`config.mk`:
```
export PLATFORM = sky130hd
export DESIGN_NAME = lru_segment_cache_manager_flat
export DESIGN_NICKNAME = d
export VERILOG_FILES = /design/src/hw/rtl/lscm_pkg.sv /design/src/hw/rtl/lscm_if.sv /design/src/hw/rtl/lscm_div.sv /design/src/hw/rtl/lscm_dp.sv /design/src/hw/rtl/lscm_ctrl.sv /design/src/hw/rtl/lru_segment_cache_manager.sv /design/src/flat_wrapper.sv
export VERILOG_INCLUDE_DIRS = /design/src /design/src/hw/rtl
export SDC_FILE = /design/constraint.sdc
export NUM_CORES = 2
export LEC_CHECK = 0
export ABC_CLOCK_PERIOD_IN_PS = 9400
export BUFFER_PORTS_ARGS = -buffer_cell sky130_fd_sc_hd__buf_2
export CAP_MARGIN = 20
export CORE_MARGIN = 1
export CORE_UTILIZATION = 42
export DETAILED_ROUTE_END_ITERATION = 8
export GPL_TIMING_DRIVEN = 0
export RECOVER_POWER = 100
export SLEW_MARGIN = 10
export SYNTH_ARGS = -nofsm -noshare
export SYNTH_HDL_FRONTEND = slang
export SYNTH_SLANG_ARGS = --single-unit
export TNS_END_PERCENT = 100
```
`constraint.sdc`:
```
create_clock -name clk -period 9.4 [get_ports clk]
set_input_delay 0 -clock clk [delete_from_list [all_inputs] [get_ports clk]]
set_output_delay 0 -clock clk [all_outputs]
set_load 0.01 [all_outputs]
```
`src/hw/rtl/lru_segment_cache_manager_defines.svh`:
```
`ifndef LRU_SEGMENT_CACHE_MANAGER_DEFINES_SVH
`define LRU_SEGMENT_CACHE_MANAGER_DEFINES_SVH

// same-cycle implication, clocked on clk, off during reset
`define LSCM_ASSERT_IMP(label, ante, cons, msg) \
    label: assert property (@(posedge clk) disable iff (!rst_n) (ante) |-> (cons)) \
        else $error(msg);

// next-cycle implication
`define LSCM_ASSERT_NXT(label, ante, cons, msg) \
    label: assert property (@(posedge clk) disable iff (!rst_n) (ante) |=> (cons)) \
        else $error(msg);

`endif

```
`src/hw/rtl/lscm_pkg.sv`:
```
`default_nettype none
package lscm_pkg;

    localparam int LSCM_OFF_W     = 48;
    localparam int LSCM_SEGB_W    = 24;
    localparam int LSCM_IDX_W     = 12;
    localparam int LSCM_SLCFG_W   = 5;
    localparam int LSCM_CFGIDX_W  = 2;
    localparam int LSCM_SLOTS     = 16;
    localparam int LSCM_MAX_SEGMENTS = 4096;

    localparam logic [LSCM_OFF_W-1:0]   LSCM_TOTAL_RST = 48'd4194304;
    localparam logic [LSCM_SEGB_W-1:0]  LSCM_SEGB_RST  = 24'd65536;
    localparam logic [LSCM_SLCFG_W-1:0] LSCM_SLCFG_RST = 5'd16;

    localparam logic [LSCM_CFGIDX_W-1:0] LSCM_CFG_TOTAL = 2'd0;
    localparam logic [LSCM_CFGIDX_W-1:0] LSCM_CFG_SEGB  = 2'd1;
    localparam logic [LSCM_CFGIDX_W-1:0] LSCM_CFG_SLOTS = 2'd2;

    localparam logic [1:0] LSCM_REQ_READ  = 2'd0;
    localparam logic [1:0] LSCM_REQ_WRITE = 2'd1;
    localparam logic [1:0] LSCM_REQ_INFO  = 2'd2;
    localparam logic [1:0] LSCM_REQ_QUERY = 2'd3;

    localparam logic [1:0] LSCM_ST_OK         = 2'd0;
    localparam logic [1:0] LSCM_ST_NOT_CACHED = 2'd1;
    localparam logic [1:0] LSCM_ST_RANGE      = 2'd2;

    typedef struct packed {
        logic load;
        logic div_start;
        logic div_sel;
        logic cap_a;
        logic cap_b;
        logic scan_en;
        logic upd;
        logic out_load;
    } lscm_cmd_t;

    typedef struct packed {
        logic [1:0] req_type;
        logic       oor;
        logic       div_done;
        logic       scan_last;
        logic       taken_zero;
    } lscm_sts_t;

    typedef struct packed {
        logic [1:0]             status;
        logic                   present;
        logic [3:0]             slot;
        logic [LSCM_IDX_W-1:0]  seg_index_out;
        logic [LSCM_OFF_W-1:0]  seg_base;
        logic [LSCM_SEGB_W-1:0] seg_size_out;
        logic [LSCM_SEGB_W-1:0] offset_in_seg;
        logic [LSCM_SEGB_W-1:0] length_out;
        logic                   evicted;
        logic [LSCM_IDX_W-1:0]  evicted_index;
    } lscm_res_t;

endpackage
`default_nettype wire

```
`src/hw/rtl/lscm_if.sv`:
```
`default_nettype none
interface lscm_req_if;
    logic                                valid;
    logic                                ready;
    logic [1:0]                          req_type;
    logic [lscm_pkg::LSCM_OFF_W-1:0]     byte_offset_in;
    logic [lscm_pkg::LSCM_IDX_W-1:0]     seg_index_in;
    logic [lscm_pkg::LSCM_SEGB_W-1:0]    seg_size_in;
    logic [lscm_pkg::LSCM_SEGB_W-1:0]    read_len;
    modport source (output valid, req_type, byte_offset_in, seg_index_in, seg_size_in,
                    read_len, input ready);
    modport sink (input valid, req_type, byte_offset_in, seg_index_in, seg_size_in,
                  read_len, output ready);
endinterface

interface lscm_rsp_if;
    logic                                valid;
    logic                                ready;
    logic [1:0]                          status;
    logic                                present;
    logic [3:0]                          slot;
    logic [lscm_pkg::LSCM_IDX_W-1:0]     seg_index_out;
    logic [lscm_pkg::LSCM_OFF_W-1:0]     seg_base;
    logic [lscm_pkg::LSCM_SEGB_W-1:0]    seg_size_out;
    logic [lscm_pkg::LSCM_SEGB_W-1:0]    offset_in_seg;
    logic [lscm_pkg::LSCM_SEGB_W-1:0]    length_out;
    logic                                evicted;
    logic [lscm_pkg::LSCM_IDX_W-1:0]     evicted_index;
    modport source (output valid, status, present, slot, seg_index_out, seg_base,
                    seg_size_out, offset_in_seg, length_out, evicted, evicted_index,
                    input ready);
    modport sink (input valid, status, present, slot, seg_index_out, seg_base,
                  seg_size_out, offset_in_seg, length_out, evicted, evicted_index,
                  output ready);
endinterface

interface lscm_cfg_if;
    logic                                valid;
    logic                                ready;
    logic [lscm_pkg::LSCM_CFGIDX_W-1:0]  index;
    logic [lscm_pkg::LSCM_OFF_W-1:0]     data;
    modport source (output valid, index, data, input ready);
    modport sink (input valid, index, data, output ready);
endinterface
`default_nettype wire

```
`src/hw/rtl/lscm_div.sv`:
```
`default_nettype none
module lscm_div (
    input  wire logic                               clk,
    input  wire logic                               rst_n,
    input  wire logic                               start,
    input  wire logic [lscm_pkg::LSCM_OFF_W-1:0]    dividend,
    input  wire logic [lscm_pkg::LSCM_SEGB_W-1:0]   divisor,
    output logic      [lscm_pkg::LSCM_OFF_W-1:0]    quot,
    output logic      [lscm_pkg::LSCM_SEGB_W-1:0]   rem,
    output logic                                    done
);
    import lscm_pkg::*;

    localparam int NW = $clog2(LSCM_OFF_W);

    logic [LSCM_OFF_W-1:0]  q_reg;
    logic [LSCM_SEGB_W-1:0] r_reg;
    logic [LSCM_SEGB_W-1:0] d_reg;
    logic [NW-1:0]          cnt_reg;
    logic                   busy_reg;
    logic                   done_reg;
    logic [LSCM_SEGB_W:0]   trial;
    logic [LSCM_SEGB_W:0]   diff;
    logic                   ge;

    // restoring, one quotient bit a cycle
    assign trial = {r_reg, q_reg[LSCM_OFF_W-1]};
    assign diff  = trial - {1'b0, d_reg};
    assign ge    = trial >= {1'b0, d_reg};

    always_ff @(posedge clk or negedge rst_n)
    begin
        if (!rst_n)
        begin
            cnt_reg  <= '0;
            busy_reg <= 1'b0;
            done_reg <= 1'b0;
        end
        else if (start)
        begin
            cnt_reg  <= '0;
            busy_reg <= 1'b1;
            done_reg <= 1'b0;
        end
        else if (busy_reg)
        begin
            cnt_reg <= cnt_reg + NW'(1);
            if (cnt_reg == NW'(LSCM_OFF_W - 1))
            begin
                busy_reg <= 1'b0;
                done_reg <= 1'b1;
            end
        end
        else
        begin
            done_reg <= 1'b0;
        end
    end

    always_ff @(posedge clk)
    begin
        if (start)
        begin
            q_reg <= dividend;
            r_reg <= '0;
            d_reg <= divisor;
        end
        else if (busy_reg)
        begin
            q_reg <= {q_reg[LSCM_OFF_W-2:0], ge};
            r_reg <= ge ? diff[LSCM_SEGB_W-1:0] : trial[LSCM_SEGB_W-1:0];
        end
    end

    assign quot = q_reg;
    assign rem  = r_reg;
    assign done = done_reg;
endmodule
`default_nettype wire

```
`src/hw/rtl/lscm_dp.sv`:
```
`default_nettype none
module lscm_dp #(
    parameter int SLOTS = lscm_pkg::LSCM_SLOTS
) (
    input  wire logic                                 clk,
    input  wire logic                                 rst_n,
    input  wire lscm_pkg::lscm_cmd_t                  cmd,
    output lscm_pkg::lscm_sts_t                       sts,
    input  wire logic [1:0]                           req_type,
    input  wire logic [lscm_pkg::LSCM_OFF_W-1:0]      byte_offset_in,
    input  wire logic [lscm_pkg::LSCM_IDX_W-1:0]      seg_index_in,
    input  wire logic [lscm_pkg::LSCM_SEGB_W-1:0]     seg_size_in,
    input  wire logic [lscm_pkg::LSCM_SEGB_W-1:0]     read_len,
    input  wire logic                                 cfg_we,
    input  wire logic [lscm_pkg::LSCM_CFGIDX_W-1:0]   cfg_index,
    input  wire logic [lscm_pkg::LSCM_OFF_W-1:0]      cfg_data,
    output lscm_pkg::lscm_res_t                       res
);
    import lscm_pkg::*;

    localparam int IW = (SLOTS > 1) ? $clog2(SLOTS) : 1;
    localparam int CW = $clog2(SLOTS + 1);
    localparam int KW = (CW > LSCM_SLCFG_W) ? CW : LSCM_SLCFG_W;
    localparam int PW = LSCM_IDX_W + LSCM_SEGB_W;

    logic [LSCM_OFF_W-1:0]   total_reg;
    logic [LSCM_SEGB_W-1:0]  segb_reg;
    logic [LSCM_SLCFG_W-1:0] slcfg_reg;

    logic [1:0]              req_reg;
    logic [LSCM_OFF_W-1:0]   off_reg;
    logic [LSCM_IDX_W-1:0]   sidx_reg;
    logic [LSCM_SEGB_W-1:0]  size_reg;
    logic [LSCM_SEGB_W-1:0]  rlen_reg;

    logic [LSCM_OFF_W-1:0]   q_a_reg;
    logic [LSCM_SEGB_W-1:0]  r_a_reg;
    logic [LSCM_OFF_W-1:0]   q_b_reg;
    logic [LSCM_SEGB_W-1:0]  r_b_reg;

    logic [LSCM_IDX_W-1:0]   seg_mem [SLOTS];
    logic [LSCM_SEGB_W-1:0]  len_mem [SLOTS];
    logic [IW-1:0]           rank_reg [SLOTS];
    logic [IW-1:0]           rank_next [SLOTS];
    logic [CW-1:0]           taken_reg;

    logic [IW-1:0]           ptr_reg;
    logic                    hit_reg;
    logic [IW-1:0]           hit_slot_reg;
    logic [LSCM_SEGB_W-1:0]  hit_len_reg;
    logic [IW-1:0]           hit_rank_reg;
    logic [IW-1:0]           lru_slot_reg;
    logic [IW-1:0]           lru_rank_reg;
    logic [LSCM_IDX_W-1:0]   lru_seg_reg;

    logic [IW-1:0]           res_slot_reg;
    logic [IW-1:0]           res_slot_next;
    logic [LSCM_SEGB_W-1:0]  res_len_reg;
    logic [LSCM_SEGB_W-1:0]  res_len_next;
    logic                    evict_reg;
    logic                    evict_next;
    logic [LSCM_IDX_W-1:0]   ev_idx_reg;

    logic [LSCM_SEGB_W-1:0]  sb;
    logic [KW-1:0]           slcfg_ext;
    logic [CW-1:0]           cap;
    logic                    full;
    logic [LSCM_OFF_W-1:0]   div_dividend;
    logic [LSCM_OFF_W-1:0]   div_quot;
    logic [LSCM_SEGB_W-1:0]  div_rem;
    logic                    div_done;
    logic                    key_valid;
    logic [LSCM_IDX_W-1:0]   key_idx;
    logic                    scan_last;
    logic                    wr_ok;

    logic                    wr_en;
    logic [IW-1:0]           wr_addr;
    logic                    touch_en;
    logic [IW-1:0]           touch_s;
    logic [CW-1:0]           touch_old;
    logic                    taken_inc;

    logic [LSCM_SEGB_W-1:0]  avail;
    logic [LSCM_OFF_W-1:0]   base_off;
    logic [PW-1:0]           prod;
    logic                    query_in;

    // segment size 0 counts as 1
    assign sb = (segb_reg == '0) ? LSCM_SEGB_W'(1) : segb_reg;

    assign slcfg_ext = KW'(slcfg_reg);
    always_comb
    begin
        if (slcfg_reg == '0)
            cap = CW'(1);
        else if (slcfg_ext > KW'(SLOTS))
            cap = CW'(SLOTS);
        else
            cap = CW'(slcfg_ext);
    end
    assign full  = taken_reg >= cap;
    assign wr_ok = {1'b0, sidx_reg} < (LSCM_IDX_W + 1)'(LSCM_MAX_SEGMENTS);

    always_ff @(posedge clk or negedge rst_n)
    begin
        if (!rst_n)
        begin
            total_reg <= LSCM_TOTAL_RST;
            segb_reg  <= LSCM_SEGB_RST;
            slcfg_reg <= LSCM_SLCFG_RST;
        end
        else if (cfg_we)
        begin
            case (cfg_index)
                LSCM_CFG_TOTAL: total_reg <= cfg_data;
                LSCM_CFG_SEGB:  segb_reg  <= cfg_data[LSCM_SEGB_W-1:0];
                LSCM_CFG_SLOTS: slcfg_reg <= cfg_data[LSCM_SLCFG_W-1:0];
                default: ;
            endcase
        end
    end

    always_ff @(posedge clk)
    begin
        if (cmd.load)
        begin
            req_reg  <= req_type;
            off_reg  <= byte_offset_in;
            sidx_reg <= seg_index_in;
            size_reg <= seg_size_in;
            rlen_reg <= read_len;
        end
        if (cmd.cap_a)
        begin
            q_a_reg <= div_quot;
            r_a_reg <= div_rem;
        end
        if (cmd.cap_b)
        begin
            q_b_reg <= div_quot;
            r_b_reg <= div_rem;
        end
    end

    assign div_dividend = cmd.div_sel ? (total_reg - LSCM_OFF_W'(1)) : off_reg;

    lscm_div u_div (
        .clk      (clk),
        .rst_n    (rst_n),
        .start    (cmd.div_start),
        .dividend (div_dividend),
        .divisor  (sb),
        .quot     (div_quot),
        .rem      (div_rem),
        .done     (div_done)
    );

    always_comb
    begin
        if (req_reg == LSCM_REQ_READ || req_reg == LSCM_REQ_INFO)
        begin
            key_valid = q_a_reg < LSCM_OFF_W'(LSCM_MAX_SEGMENTS);
            key_idx   = q_a_reg[LSCM_IDX_W-1:0];
        end
        else
        begin
            key_valid = 1'b1;
            key_idx   = sidx_reg;
        end
    end

    assign scan_last = (CW'(ptr_reg) + CW'(1)) == taken_reg;

    // tag scan, one slot a cycle; also tracks the oldest slot
    always_ff @(posedge clk or negedge rst_n)
    begin
        if (!rst_n)
        begin
            ptr_reg <= '0;
            hit_reg <= 1'b0;
        end
        else if (cmd.load)
        begin
            ptr_reg <= '0;
            hit_reg <= 1'b0;
        end
        else if (cmd.scan_en)
        begin
            if (key_valid && seg_mem[ptr_reg] == key_idx && !hit_reg)
                hit_reg <= 1'b1;
            if (!scan_last)
                ptr_reg <= ptr_reg + IW'(1);
        end
    end

    always_ff @(posedge clk)
    begin
        if (cmd.scan_en)
        begin
            if (key_valid && seg_mem[ptr_reg] == key_idx && !hit_reg)
            begin
                hit_slot_reg <= ptr_reg;
                hit_len_reg  <= len_mem[ptr_reg];
                hit_rank_reg <= rank_reg[ptr_reg];
            end
            if (ptr_reg == '0 || rank_reg[ptr_reg] >= lru_rank_reg)
            begin
                lru_slot_reg <= ptr_reg;
                lru_rank_reg <= rank_reg[ptr_reg];
                lru_seg_reg  <= seg_mem[ptr_reg];
            end
        end
    end

    always_comb
    begin
        wr_en         = 1'b0;
        wr_addr       = lru_slot_reg;
        touch_en      = 1'b0;
        touch_s       = hit_slot_reg;
        touch_old     = CW'(hit_rank_reg);
        taken_inc     = 1'b0;
        res_slot_next = hit_slot_reg;
        res_len_next  = hit_len_reg;
        evict_next    = 1'b0;
        case (req_reg)
            LSCM_REQ_READ:
            begin
                touch_en = hit_reg;
            end
            LSCM_REQ_WRITE:
            begin
                if (wr_ok)
                begin
                    touch_en = 1'b1;
                    if (!hit_reg)
                    begin
                        wr_en        = 1'b1;
                        res_len_next = size_reg;
                        if (full)
                        begin
                            touch_s       = lru_slot_reg;
                            touch_old     = CW'(lru_rank_reg);
                            res_slot_next = lru_slot_reg;
                            evict_next    = 1'b1;
                        end
                        else
                        begin
                            wr_addr       = taken_reg[IW-1:0];
                            touch_s       = taken_reg[IW-1:0];
                            touch_old     = taken_reg + CW'(1);
                            res_slot_next = taken_reg[IW-1:0];
                            taken_inc     = 1'b1;
                        end
                    end
                end
            end
            default: ;
        endcase
    end

    always_comb
    begin
        for (int k = 0; k < SLOTS; k++)
        begin
            rank_next[k] = rank_reg[k];
            if (cmd.upd && touch_en)
            begin
                if (IW'(k) == touch_s)
                    rank_next[k] = '0;
                else if (CW'(k) < taken_reg && CW'(rank_reg[k]) < touch_old)
                    rank_next[k] = rank_reg[k] + IW'(1);
            end
        end
    end

    always_ff @(posedge clk)
    begin
        for (int k = 0; k < SLOTS; k++)
            rank_reg[k] <= rank_next[k];
        if (cmd.upd && wr_en)
        begin
            seg_mem[wr_addr] <= sidx_reg;
            len_mem[wr_addr] <= size_reg;
        end
        if (cmd.upd)
        begin
            res_slot_reg <= res_slot_next;
            res_len_reg  <= res_len_next;
            evict_reg    <= evict_next;
            ev_idx_reg   <= lru_seg_reg;
        end
    end

    always_ff @(posedge clk or negedge rst_n)
    begin
        if (!rst_n)
            taken_reg <= '0;
        else if (cmd.upd && taken_inc)
            taken_reg <= taken_reg + CW'(1);
    end

    assign sts.req_type   = req_reg;
    assign sts.oor        = off_reg >= total_reg;
    assign sts.div_done   = div_done;
    assign sts.scan_last  = scan_last;
    assign sts.taken_zero = taken_reg == '0;

    assign avail    = (r_a_reg < hit_len_reg) ? (hit_len_reg - r_a_reg) : '0;
    assign base_off = off_reg - LSCM_OFF_W'(r_a_reg);
    assign prod     = PW'(sidx_reg) * PW'(sb);
    assign query_in = (total_reg != '0) && (LSCM_OFF_W'(sidx_reg) <= q_b_reg);

    always_comb
    begin
        res = '0;
        case (req_reg)
            LSCM_REQ_READ:
            begin
                res.seg_index_out = q_a_reg[LSCM_IDX_W-1:0];
                if (hit_reg)
                begin
                    res.present       = 1'b1;
                    res.slot          = 4'(hit_slot_reg);
                    res.seg_base      = base_off;
                    res.seg_size_out  = hit_len_reg;
                    res.offset_in_seg = r_a_reg;
                    res.length_out    = (rlen_reg < avail) ? rlen_reg : avail;
                end
                else
                begin
                    res.status = LSCM_ST_NOT_CACHED;
                end
            end
            LSCM_REQ_WRITE:
            begin
                if (!wr_ok)
                begin
                    res.status = LSCM_ST_RANGE;
                end
                else
                begin
                    res.present       = 1'b1;
                    res.slot          = 4'(res_slot_reg);
                    res.seg_index_out = sidx_reg;
                    res.seg_base      = LSCM_OFF_W'(prod);
                    res.seg_size_out  = res_len_reg;
                    res.length_out    = res_len_reg;
                    res.evicted       = evict_reg;
                    res.evicted_index = evict_reg ? ev_idx_reg : '0;
                end
            end
            LSCM_REQ_INFO:
            begin
                if (sts.oor)
                begin
                    res.status = LSCM_ST_RANGE;
                end
                else
                begin
                    res.seg_index_out = q_a_reg[LSCM_IDX_W-1:0];
                    res.seg_base      = base_off;
                    if (hit_reg)
                    begin
                        res.present      = 1'b1;
                        res.slot         = 4'(hit_slot_reg);
                        res.seg_size_out = hit_len_reg;
                    end
                    else if (q_a_reg == q_b_reg)
                        res.seg_size_out = r_b_reg + LSCM_SEGB_W'(1);
                    else
                        res.seg_size_out = sb;
                end
            end
            default:
            begin
                res.seg_index_out = sidx_reg;
                if (query_in && hit_reg)
                begin
                    res.present = 1'b1;
                    res.slot    = 4'(hit_slot_reg);
                end
            end
        endcase
    end
endmodule
`default_nettype wire

```
`src/hw/rtl/lscm_ctrl.sv`:
```
`default_nettype none
module lscm_ctrl (
    input  wire logic                 clk,
    input  wire logic                 rst_n,
    input  wire logic                 in_fire,
    input  wire logic                 out_free,
    input  wire lscm_pkg::lscm_sts_t  sts,
    output logic                      in_ready,
    output lscm_pkg::lscm_cmd_t       cmd
);
    import lscm_pkg::*;

    localparam logic [2:0] ST_IDLE = 3'd0;
    localparam logic [2:0] ST_DISP = 3'd1;
    localparam logic [2:0] ST_DIVA = 3'd2;
    localparam logic [2:0] ST_DIVB = 3'd3;
    localparam logic [2:0] ST_SCAN = 3'd4;
    localparam logic [2:0] ST_UPD  = 3'd5;
    localparam logic [2:0] ST_OUT  = 3'd6;

    logic [2:0] state_reg;
    logic [2:0] state_next;

    always_ff @(posedge clk or negedge rst_n)
    begin
        if (!rst_n)
            state_reg <= ST_IDLE;
        else
            state_reg <= state_next;
    end

    assign in_ready = state_reg == ST_IDLE;

    always_comb
    begin
        cmd        = '0;
        state_next = state_reg;
        case (state_reg)
            ST_IDLE:
            begin
                if (in_fire)
                begin
                    cmd.load   = 1'b1;
                    state_next = ST_DISP;
                end
            end
            ST_DISP:
            begin
                case (sts.req_type)
                    LSCM_REQ_READ:
                    begin
                        cmd.div_start = 1'b1;
                        state_next    = ST_DIVA;
                    end
                    LSCM_REQ_WRITE:
                    begin
                        state_next = ST_SCAN;
                    end
                    LSCM_REQ_INFO:
                    begin
                        if (sts.oor)
                            state_next = ST_OUT;
                        else
                        begin
                            cmd.div_start = 1'b1;
                            state_next    = ST_DIVA;
                        end
                    end
                    default:
                    begin
                        cmd.div_start = 1'b1;
                        cmd.div_sel   = 1'b1;
                        state_next    = ST_DIVB;
                    end
                endcase
            end
            ST_DIVA:
            begin
                if (sts.div_done)
                begin
                    cmd.cap_a = 1'b1;
                    if (sts.req_type == LSCM_REQ_INFO)
                    begin
                        cmd.div_start = 1'b1;
                        cmd.div_sel   = 1'b1;
                        state_next    = ST_DIVB;
                    end
                    else
                        state_next = ST_SCAN;
                end
            end
            ST_DIVB:
            begin
                if (sts.div_done)
                begin
                    cmd.cap_b  = 1'b1;
                    state_next = ST_SCAN;
                end
            end
            ST_SCAN:
            begin
                if (sts.taken_zero)
                    state_next = ST_UPD;
                else
                begin
                    cmd.scan_en = 1'b1;
                    if (sts.scan_last)
                        state_next = ST_UPD;
                end
            end
            ST_UPD:
            begin
                cmd.upd    = 1'b1;
                state_next = ST_OUT;
            end
            ST_OUT:
            begin
                if (out_free)
                begin
                    cmd.out_load = 1'b1;
                    state_next   = ST_IDLE;
                end
            end
            default:
            begin
                state_next = ST_IDLE;
            end
        endcase
    end
endmodule
`default_nettype wire

```
`src/hw/rtl/lru_segment_cache_manager.sv`:
```
// channel | dir | transfer when         | payload
// req     | in  | req.valid & req.ready | request type, offset, index, size, length
// rsp     | out | rsp.valid & rsp.ready | one result per request
// cfg     | in  | cfg.valid & cfg.ready | register index, write data
//
// Read and query run the 48-step divider once, info twice, write not at all;
// then the one-slot-a-cycle tag scan over the taken slots, the update state and
// the output state follow. Info with an out-of-range offset goes straight to output.
// Next request is taken once the previous result sits in the output register.
// Reset clears the slot count and controller; slot contents are written before use.
// Output register holds a result under back-pressure; the controller waits in its last state.
`default_nettype none
`include "lru_segment_cache_manager_defines.svh"
module lru_segment_cache_manager #(
    parameter int SLOTS = lscm_pkg::LSCM_SLOTS
) (
    input  wire logic  clk,
    input  wire logic  rst_n,
    lscm_req_if.sink   req,
    lscm_rsp_if.source rsp,
    lscm_cfg_if.sink   cfg
);
    import lscm_pkg::*;

    lscm_cmd_t cmd;
    lscm_sts_t sts;
    lscm_res_t res;
    lscm_res_t res_reg;
    logic      rsp_valid_reg;
    logic      out_free;
    logic      in_ready;

    assign out_free  = !rsp_valid_reg || rsp.ready;
    assign req.ready = in_ready;
    assign cfg.ready = 1'b1;

    lscm_ctrl u_ctrl (
        .clk      (clk),
        .rst_n    (rst_n),
        .in_fire  (req.valid && in_ready),
        .out_free (out_free),
        .sts      (sts),
        .in_ready (in_ready),
        .cmd      (cmd)
    );

    lscm_dp #(
        .SLOTS (SLOTS)
    ) u_dp (
        .clk            (clk),
        .rst_n          (rst_n),
        .cmd            (cmd),
        .sts            (sts),
        .req_type       (req.req_type),
        .byte_offset_in (req.byte_offset_in),
        .seg_index_in   (req.seg_index_in),
        .seg_size_in    (req.seg_size_in),
        .read_len       (req.read_len),
        .cfg_we         (cfg.valid),
        .cfg_index      (cfg.index),
        .cfg_data       (cfg.data),
        .res            (res)
    );

    always_ff @(posedge clk or negedge rst_n)
    begin
        if (!rst_n)
            rsp_valid_reg <= 1'b0;
        else if (cmd.out_load)
            rsp_valid_reg <= 1'b1;
        else if (rsp.ready)
            rsp_valid_reg <= 1'b0;
    end

    always_ff @(posedge clk)
    begin
        if (cmd.out_load)
            res_reg <= res;
    end

    assign rsp.valid         = rsp_valid_reg;
    assign rsp.status        = res_reg.status;
    assign rsp.present       = res_reg.present;
    assign rsp.slot          = res_reg.slot;
    assign rsp.seg_index_out = res_reg.seg_index_out;
    assign rsp.seg_base      = res_reg.seg_base;
    assign rsp.seg_size_out  = res_reg.seg_size_out;
    assign rsp.offset_in_seg = res_reg.offset_in_seg;
    assign rsp.length_out    = res_reg.length_out;
    assign rsp.evicted       = res_reg.evicted;
    assign rsp.evicted_index = res_reg.evicted_index;

    `LSCM_ASSERT_IMP(a_out_load_free, cmd.out_load, !rsp_valid_reg || rsp.ready, "result overwrite")
    `LSCM_ASSERT_NXT(a_busy_after_transfer, req.valid && req.ready, !req.ready, "request overlap")
    `LSCM_ASSERT_IMP(a_load_on_transfer, cmd.load, req.valid && req.ready, "load without transfer")
endmodule
`default_nettype wire

```
`src/flat_wrapper.sv`:
```
// flat-port wrapper written by rule: the top's interface ports become plain ports
module lru_segment_cache_manager_flat import lscm_pkg::*;
#(
    parameter int SLOTS = lscm_pkg::LSCM_SLOTS
)
  (clk, rst_n, req_valid, req_req_type, req_byte_offset_in, req_seg_index_in, req_seg_size_in, req_read_len, req_ready, rsp_valid, rsp_status, rsp_present, rsp_slot, rsp_seg_index_out, rsp_seg_base, rsp_seg_size_out, rsp_offset_in_seg, rsp_length_out, rsp_evicted, rsp_evicted_index, rsp_ready, cfg_valid, cfg_index, cfg_data, cfg_ready);
  lscm_req_if req_i ();
  lscm_rsp_if rsp_i ();
  lscm_cfg_if cfg_i ();
  input  wire logic clk;
  input  wire logic rst_n;
  input wire logic [$bits(req_i.valid)-1:0] req_valid;
  input wire logic [$bits(req_i.req_type)-1:0] req_req_type;
  input wire logic [$bits(req_i.byte_offset_in)-1:0] req_byte_offset_in;
  input wire logic [$bits(req_i.seg_index_in)-1:0] req_seg_index_in;
  input wire logic [$bits(req_i.seg_size_in)-1:0] req_seg_size_in;
  input wire logic [$bits(req_i.read_len)-1:0] req_read_len;
  output wire logic [$bits(req_i.ready)-1:0] req_ready;
  output wire logic [$bits(rsp_i.valid)-1:0] rsp_valid;
  output wire logic [$bits(rsp_i.status)-1:0] rsp_status;
  output wire logic [$bits(rsp_i.present)-1:0] rsp_present;
  output wire logic [$bits(rsp_i.slot)-1:0] rsp_slot;
  output wire logic [$bits(rsp_i.seg_index_out)-1:0] rsp_seg_index_out;
  output wire logic [$bits(rsp_i.seg_base)-1:0] rsp_seg_base;
  output wire logic [$bits(rsp_i.seg_size_out)-1:0] rsp_seg_size_out;
  output wire logic [$bits(rsp_i.offset_in_seg)-1:0] rsp_offset_in_seg;
  output wire logic [$bits(rsp_i.length_out)-1:0] rsp_length_out;
  output wire logic [$bits(rsp_i.evicted)-1:0] rsp_evicted;
  output wire logic [$bits(rsp_i.evicted_index)-1:0] rsp_evicted_index;
  input wire logic [$bits(rsp_i.ready)-1:0] rsp_ready;
  input wire logic [$bits(cfg_i.valid)-1:0] cfg_valid;
  input wire logic [$bits(cfg_i.index)-1:0] cfg_index;
  input wire logic [$bits(cfg_i.data)-1:0] cfg_data;
  output wire logic [$bits(cfg_i.ready)-1:0] cfg_ready;
  assign req_i.valid = req_valid;
  assign req_i.req_type = req_req_type;
  assign req_i.byte_offset_in = req_byte_offset_in;
  assign req_i.seg_index_in = req_seg_index_in;
  assign req_i.seg_size_in = req_seg_size_in;
  assign req_i.read_len = req_read_len;
  assign req_ready = req_i.ready;
  assign rsp_valid = rsp_i.valid;
  assign rsp_status = rsp_i.status;
  assign rsp_present = rsp_i.present;
  assign rsp_slot = rsp_i.slot;
  assign rsp_seg_index_out = rsp_i.seg_index_out;
  assign rsp_seg_base = rsp_i.seg_base;
  assign rsp_seg_size_out = rsp_i.seg_size_out;
  assign rsp_offset_in_seg = rsp_i.offset_in_seg;
  assign rsp_length_out = rsp_i.length_out;
  assign rsp_evicted = rsp_i.evicted;
  assign rsp_evicted_index = rsp_i.evicted_index;
  assign rsp_i.ready = rsp_ready;
  assign cfg_i.valid = cfg_valid;
  assign cfg_i.index = cfg_index;
  assign cfg_i.data = cfg_data;
  assign cfg_ready = cfg_i.ready;
  lru_segment_cache_manager #(.SLOTS(SLOTS)) u_core (.clk(clk), .rst_n(rst_n), .req(req_i), .rsp(rsp_i), .cfg(cfg_i));
endmodule
```
==> run metrics <==
status=finished, violations left; failing checks=capacitance limit, slew limit; Initial Util=0.425; Leakage=~0.030 µW; Antenna Nets Post-Route=0; fin crit share=0.901; PnR Total Power=29,100 µW; setup repair bufs after CTS=0; final hold violation count=0; Starting DRT DRC Count=5,277; Post-synth EDFFs=between 1,000 and 1,500; vias in the first global route=47,600; Syn Inst Count=~5,300; CP Data Required Time=9.90 ns; clock group share of total power=0.192; Reg2Reg Depth=22; Final Non-Filler Cells=8,492; post-synthesis sequential area ratio=0.566; Avg WL per Cell=26.3 µm; Row Count=148; clk buf depth=3; die width=409 µm; core area=approximately 160,000 µm²; Synth cell types=88; Reg clk slew, reported paths=roughly 0.06 ns; GR Util All Layers=0.265; Max Transition Viols Final=~910; Crit Path Max Fanout=18; slew margin rel.=-2.20; Comb pwr share=0.520; Placed Cells=7,883; RSZ-0062 raised after global routing=no; P&R area growth vs syn=18.0%; RePlAce Congestion=just under 1; Final HPWL DP=around 170 mm; Clk Latency, worst-skew pair=0.81 ns; CP startpoint kind=register; Most used DFF post-synth=edfxtp_1; die area=167,000 µm²; pwr/cell area=355 nW/µm²; Hold Crit Start=cfg_data[16]; Max-cap violations=37; Clock Sinks=1,334; total number of vias=roughly 48,000; # port buffers=approximately 320; total I/O pin count=320; hold depth=4; net count after synthesis=around 6,000; Final Setup Violations=0; number of synthesized register bits=1,334; switching portion of total power=0.429; clock root cell=clkbuf_16; CP Capture Type=register; worst r2r src=u_core.u_dp.sidx_reg[5]; Mapped Avg Cell Area=13.0 µm²; Net count, final=6,892; CTS tree=done; Reg power frac=0.287; max reg flops=384; Via density=5.69; internal power=16,600 µW; CP Class=register to register; slew at the pin closest to its max-slew limit=4.79 ns; peak supply drop=0.641 mV; H-tree depth=4; post-layout util=0.501; GRT Residual Overflow=0; worst reg2reg endpoint=u_core.rsp.seg_base[32]; antenna violations before repair=11; clock buffer count from CTS=144; largest net degree at the start of global routing=82; first-pass GRT wire length=322 mm; Post-synth ARST share=0.0742; Die Y-Extent=409 µm; layout cells sized above 1=0.102; Max Clock Freq=118 MHz; drt pass-1 iters=8; post-synthesis cell area=just under 70,000 µm²; hold path endpoint=u_core.u_dp.total_reg[16]; Ys Warns=0; Tmin final=8.47 ns; post-route clock skew=0.0453 ns; arrival time at the worst endpoint=8.97 ns; r2r setup slk=0.93 ns; drt drc=0; Total Wirelength=223 mm; Hold Crit Class=input port to register; Sw Pwr=12,500 µW
-- placed cells by master (no fill, tap or decap), types with 42 or more instances in the layout --
cell,instances
edfxtp_1,1211
nand2_1,551
clkbuf_1,479
inv_1,423
nor2_1,342
dlygate4sd3_1,331
ha_1,309
a21oi_1,274
o21ai_0,248
fa_1,223
mux4_2,200
buf_2,149
clkbuf_16,145
xnor2_1,142
xor2_1,136
dfrtp_1,96
and2_1,83
nor3_1,79
nand3_1,72
a21o_1,64
nor4_1,63
nand4_1,42
-- what timing repair did --
item                                   4_1_cts  5_1_grt
endpoints found under the hold margin      290        0
hold buffers                               331        0
setup endpoints to repair                    0        0
gates resized for setup                      0        0
-- cell usage after synthesis, types with 13 or more instances --
master | instances | area (µm²)
a21o_1 | 64 | 480
o21a_1 | 26 | 195
dfxtp_1 | 24 | 480
nand3_1 | 72 | 360
nor2b_1 | 41 | 257
nor4_1 | 64 | 400
edfxtp_1 | 1211 | 36400
a22o_1 | 15 | 131
mux2_2 | 34 | 383
or3_1 | 15 | 93.8
a21oi_1 | 276 | 1380
fa_1 | 223 | 4460
xnor2_1 | 142 | 1240
inv_1 | 423 | 1590
o31a_1 | 13 | 114
xor2_1 | 136 | 1190
buf_1 | 31 | 116
nor2_1 | 342 | 1280
o31ai_1 | 13 | 97.6
and3_1 | 29 | 181
a22oi_1 | 15 | 113
and2_1 | 85 | 532
nand4_1 | 42 | 263
nor3_1 | 79 | 395
mux2i_1 | 27 | 270
nand2_1 | 550 | 2060
ha_1 | 309 | 3870
o21ai_0 | 248 | 1240
nand2b_1 | 36 | 225
a31oi_1 | 14 | 87.6
mux4_2 | 200 | 4500
clkbuf_1 | 211 | 792
o22ai_1 | 28 | 175
o21bai_1 | 19 | 143
dfrtp_1 | 96 | 2400
o211ai_1 | 17 | 128
a211oi_1 | 26 | 195
-- stage by stage --
stage	setup WS, ns	cell area (µm²)	hold WS [ns]	TNS [ns]
after CTS	1.01	83100	0.000486	0
after floorplan	1.48	69500	-0.296	0
after global placement	-2.48	73800	0.177	-374.29
after global routing	0.617	82000	0.0324	0
after detailed placement	1.01	75100	-0.140	0
final	0.929	82000	0.0592	0
-- logic make-up (layout without fill, tap and decap cells) --
kind of cell | after synthesis | after routing | synth area share
mux | 261 | 261 | 0.0742
fa+ha+maj | 532 | 532 | 0.120
simple gates | 1408 | 1408 | 0.0935
flops | 1334 | 1334 | 0.566
other cells | 1 | 7 | 0.0000540
compound gates | 850 | 850 | 0.0750
xor+xnor | 278 | 278 | 0.0350
buf+inv | 671 | 1647 | 0.0365
-- power by group through the flow --
stage	Combinational (µW)	Sequential, µW	Clock, µW
floorplan	10500	8170	0
global placement	14700	8520	0
detailed placement	14900	8420	0
CTS	15200	8310	5680
global route	16700	8410	5910
finish	15100	8370	5610
-- final cells by class --
class | count | area [µm²]
fill | 14200 | 81500
sequential | 1334 | 39300
multi-input combinational | 3330 | 27600
timing repair buffer | 714 | 5060
clock buffer | 181 | 3810
tap | 2175 | 2720
inverter | 424 | 1590
buffer | 247 | 941
clock inverter | 81 | 853
antenna | 6 | 15.0
-- metal layers --
layer  part of all wire  GRT usage
met3              0.092     0.0530
met4              0.039     0.0942
met2               0.45      0.415
met5            0.00013          0
met1               0.42      0.368
-- worst max-delay path by stage --
stage	from	end	slack, ns	depth (start not counted)
after floorplan	u_core.u_ctrl.state_reg[1]	u_core.rsp.evicted	1.48	5
after global placement	u_core.u_ctrl.state_reg[1]	u_core.rsp.seg_base[21]	-2.48	5
after detailed placement	u_core.u_dp.sidx_reg[5]	u_core.rsp.seg_base[28]	1.01	22
after CTS	u_core.u_dp.sidx_reg[5]	u_core.rsp.seg_base[28]	1.01	22
after global routing	u_core.u_dp.sidx_reg[5]	u_core.rsp.seg_base[32]	0.62	22
final	u_core.u_dp.sidx_reg[5]	u_core.rsp.seg_base[32]	0.93	22
-- critical path, stage by stage, from the launching register on --
cell,delay (ns)
edfxtp_1,0.79
clkbuf_1,0.78
clkbuf_1,0.52
nand2_1,0.16
fa_1,0.59
fa_1,0.45
fa_1,0.49
inv_1,0.05
fa_1,0.52
inv_1,0.05
fa_1,0.55
inv_1,0.05
ha_1,0.40
o21ai_0,0.12
nand2b_1,0.08
a31oi_1,0.16
o21ai_0,0.69
a41o_1,0.35
a41oi_1,0.23
o21ai_0,0.45
mux2_2,0.38
o21ai_0,0.14
o21ai_0,0.14
No activity file was read; power rests on OpenSTA's default activity.
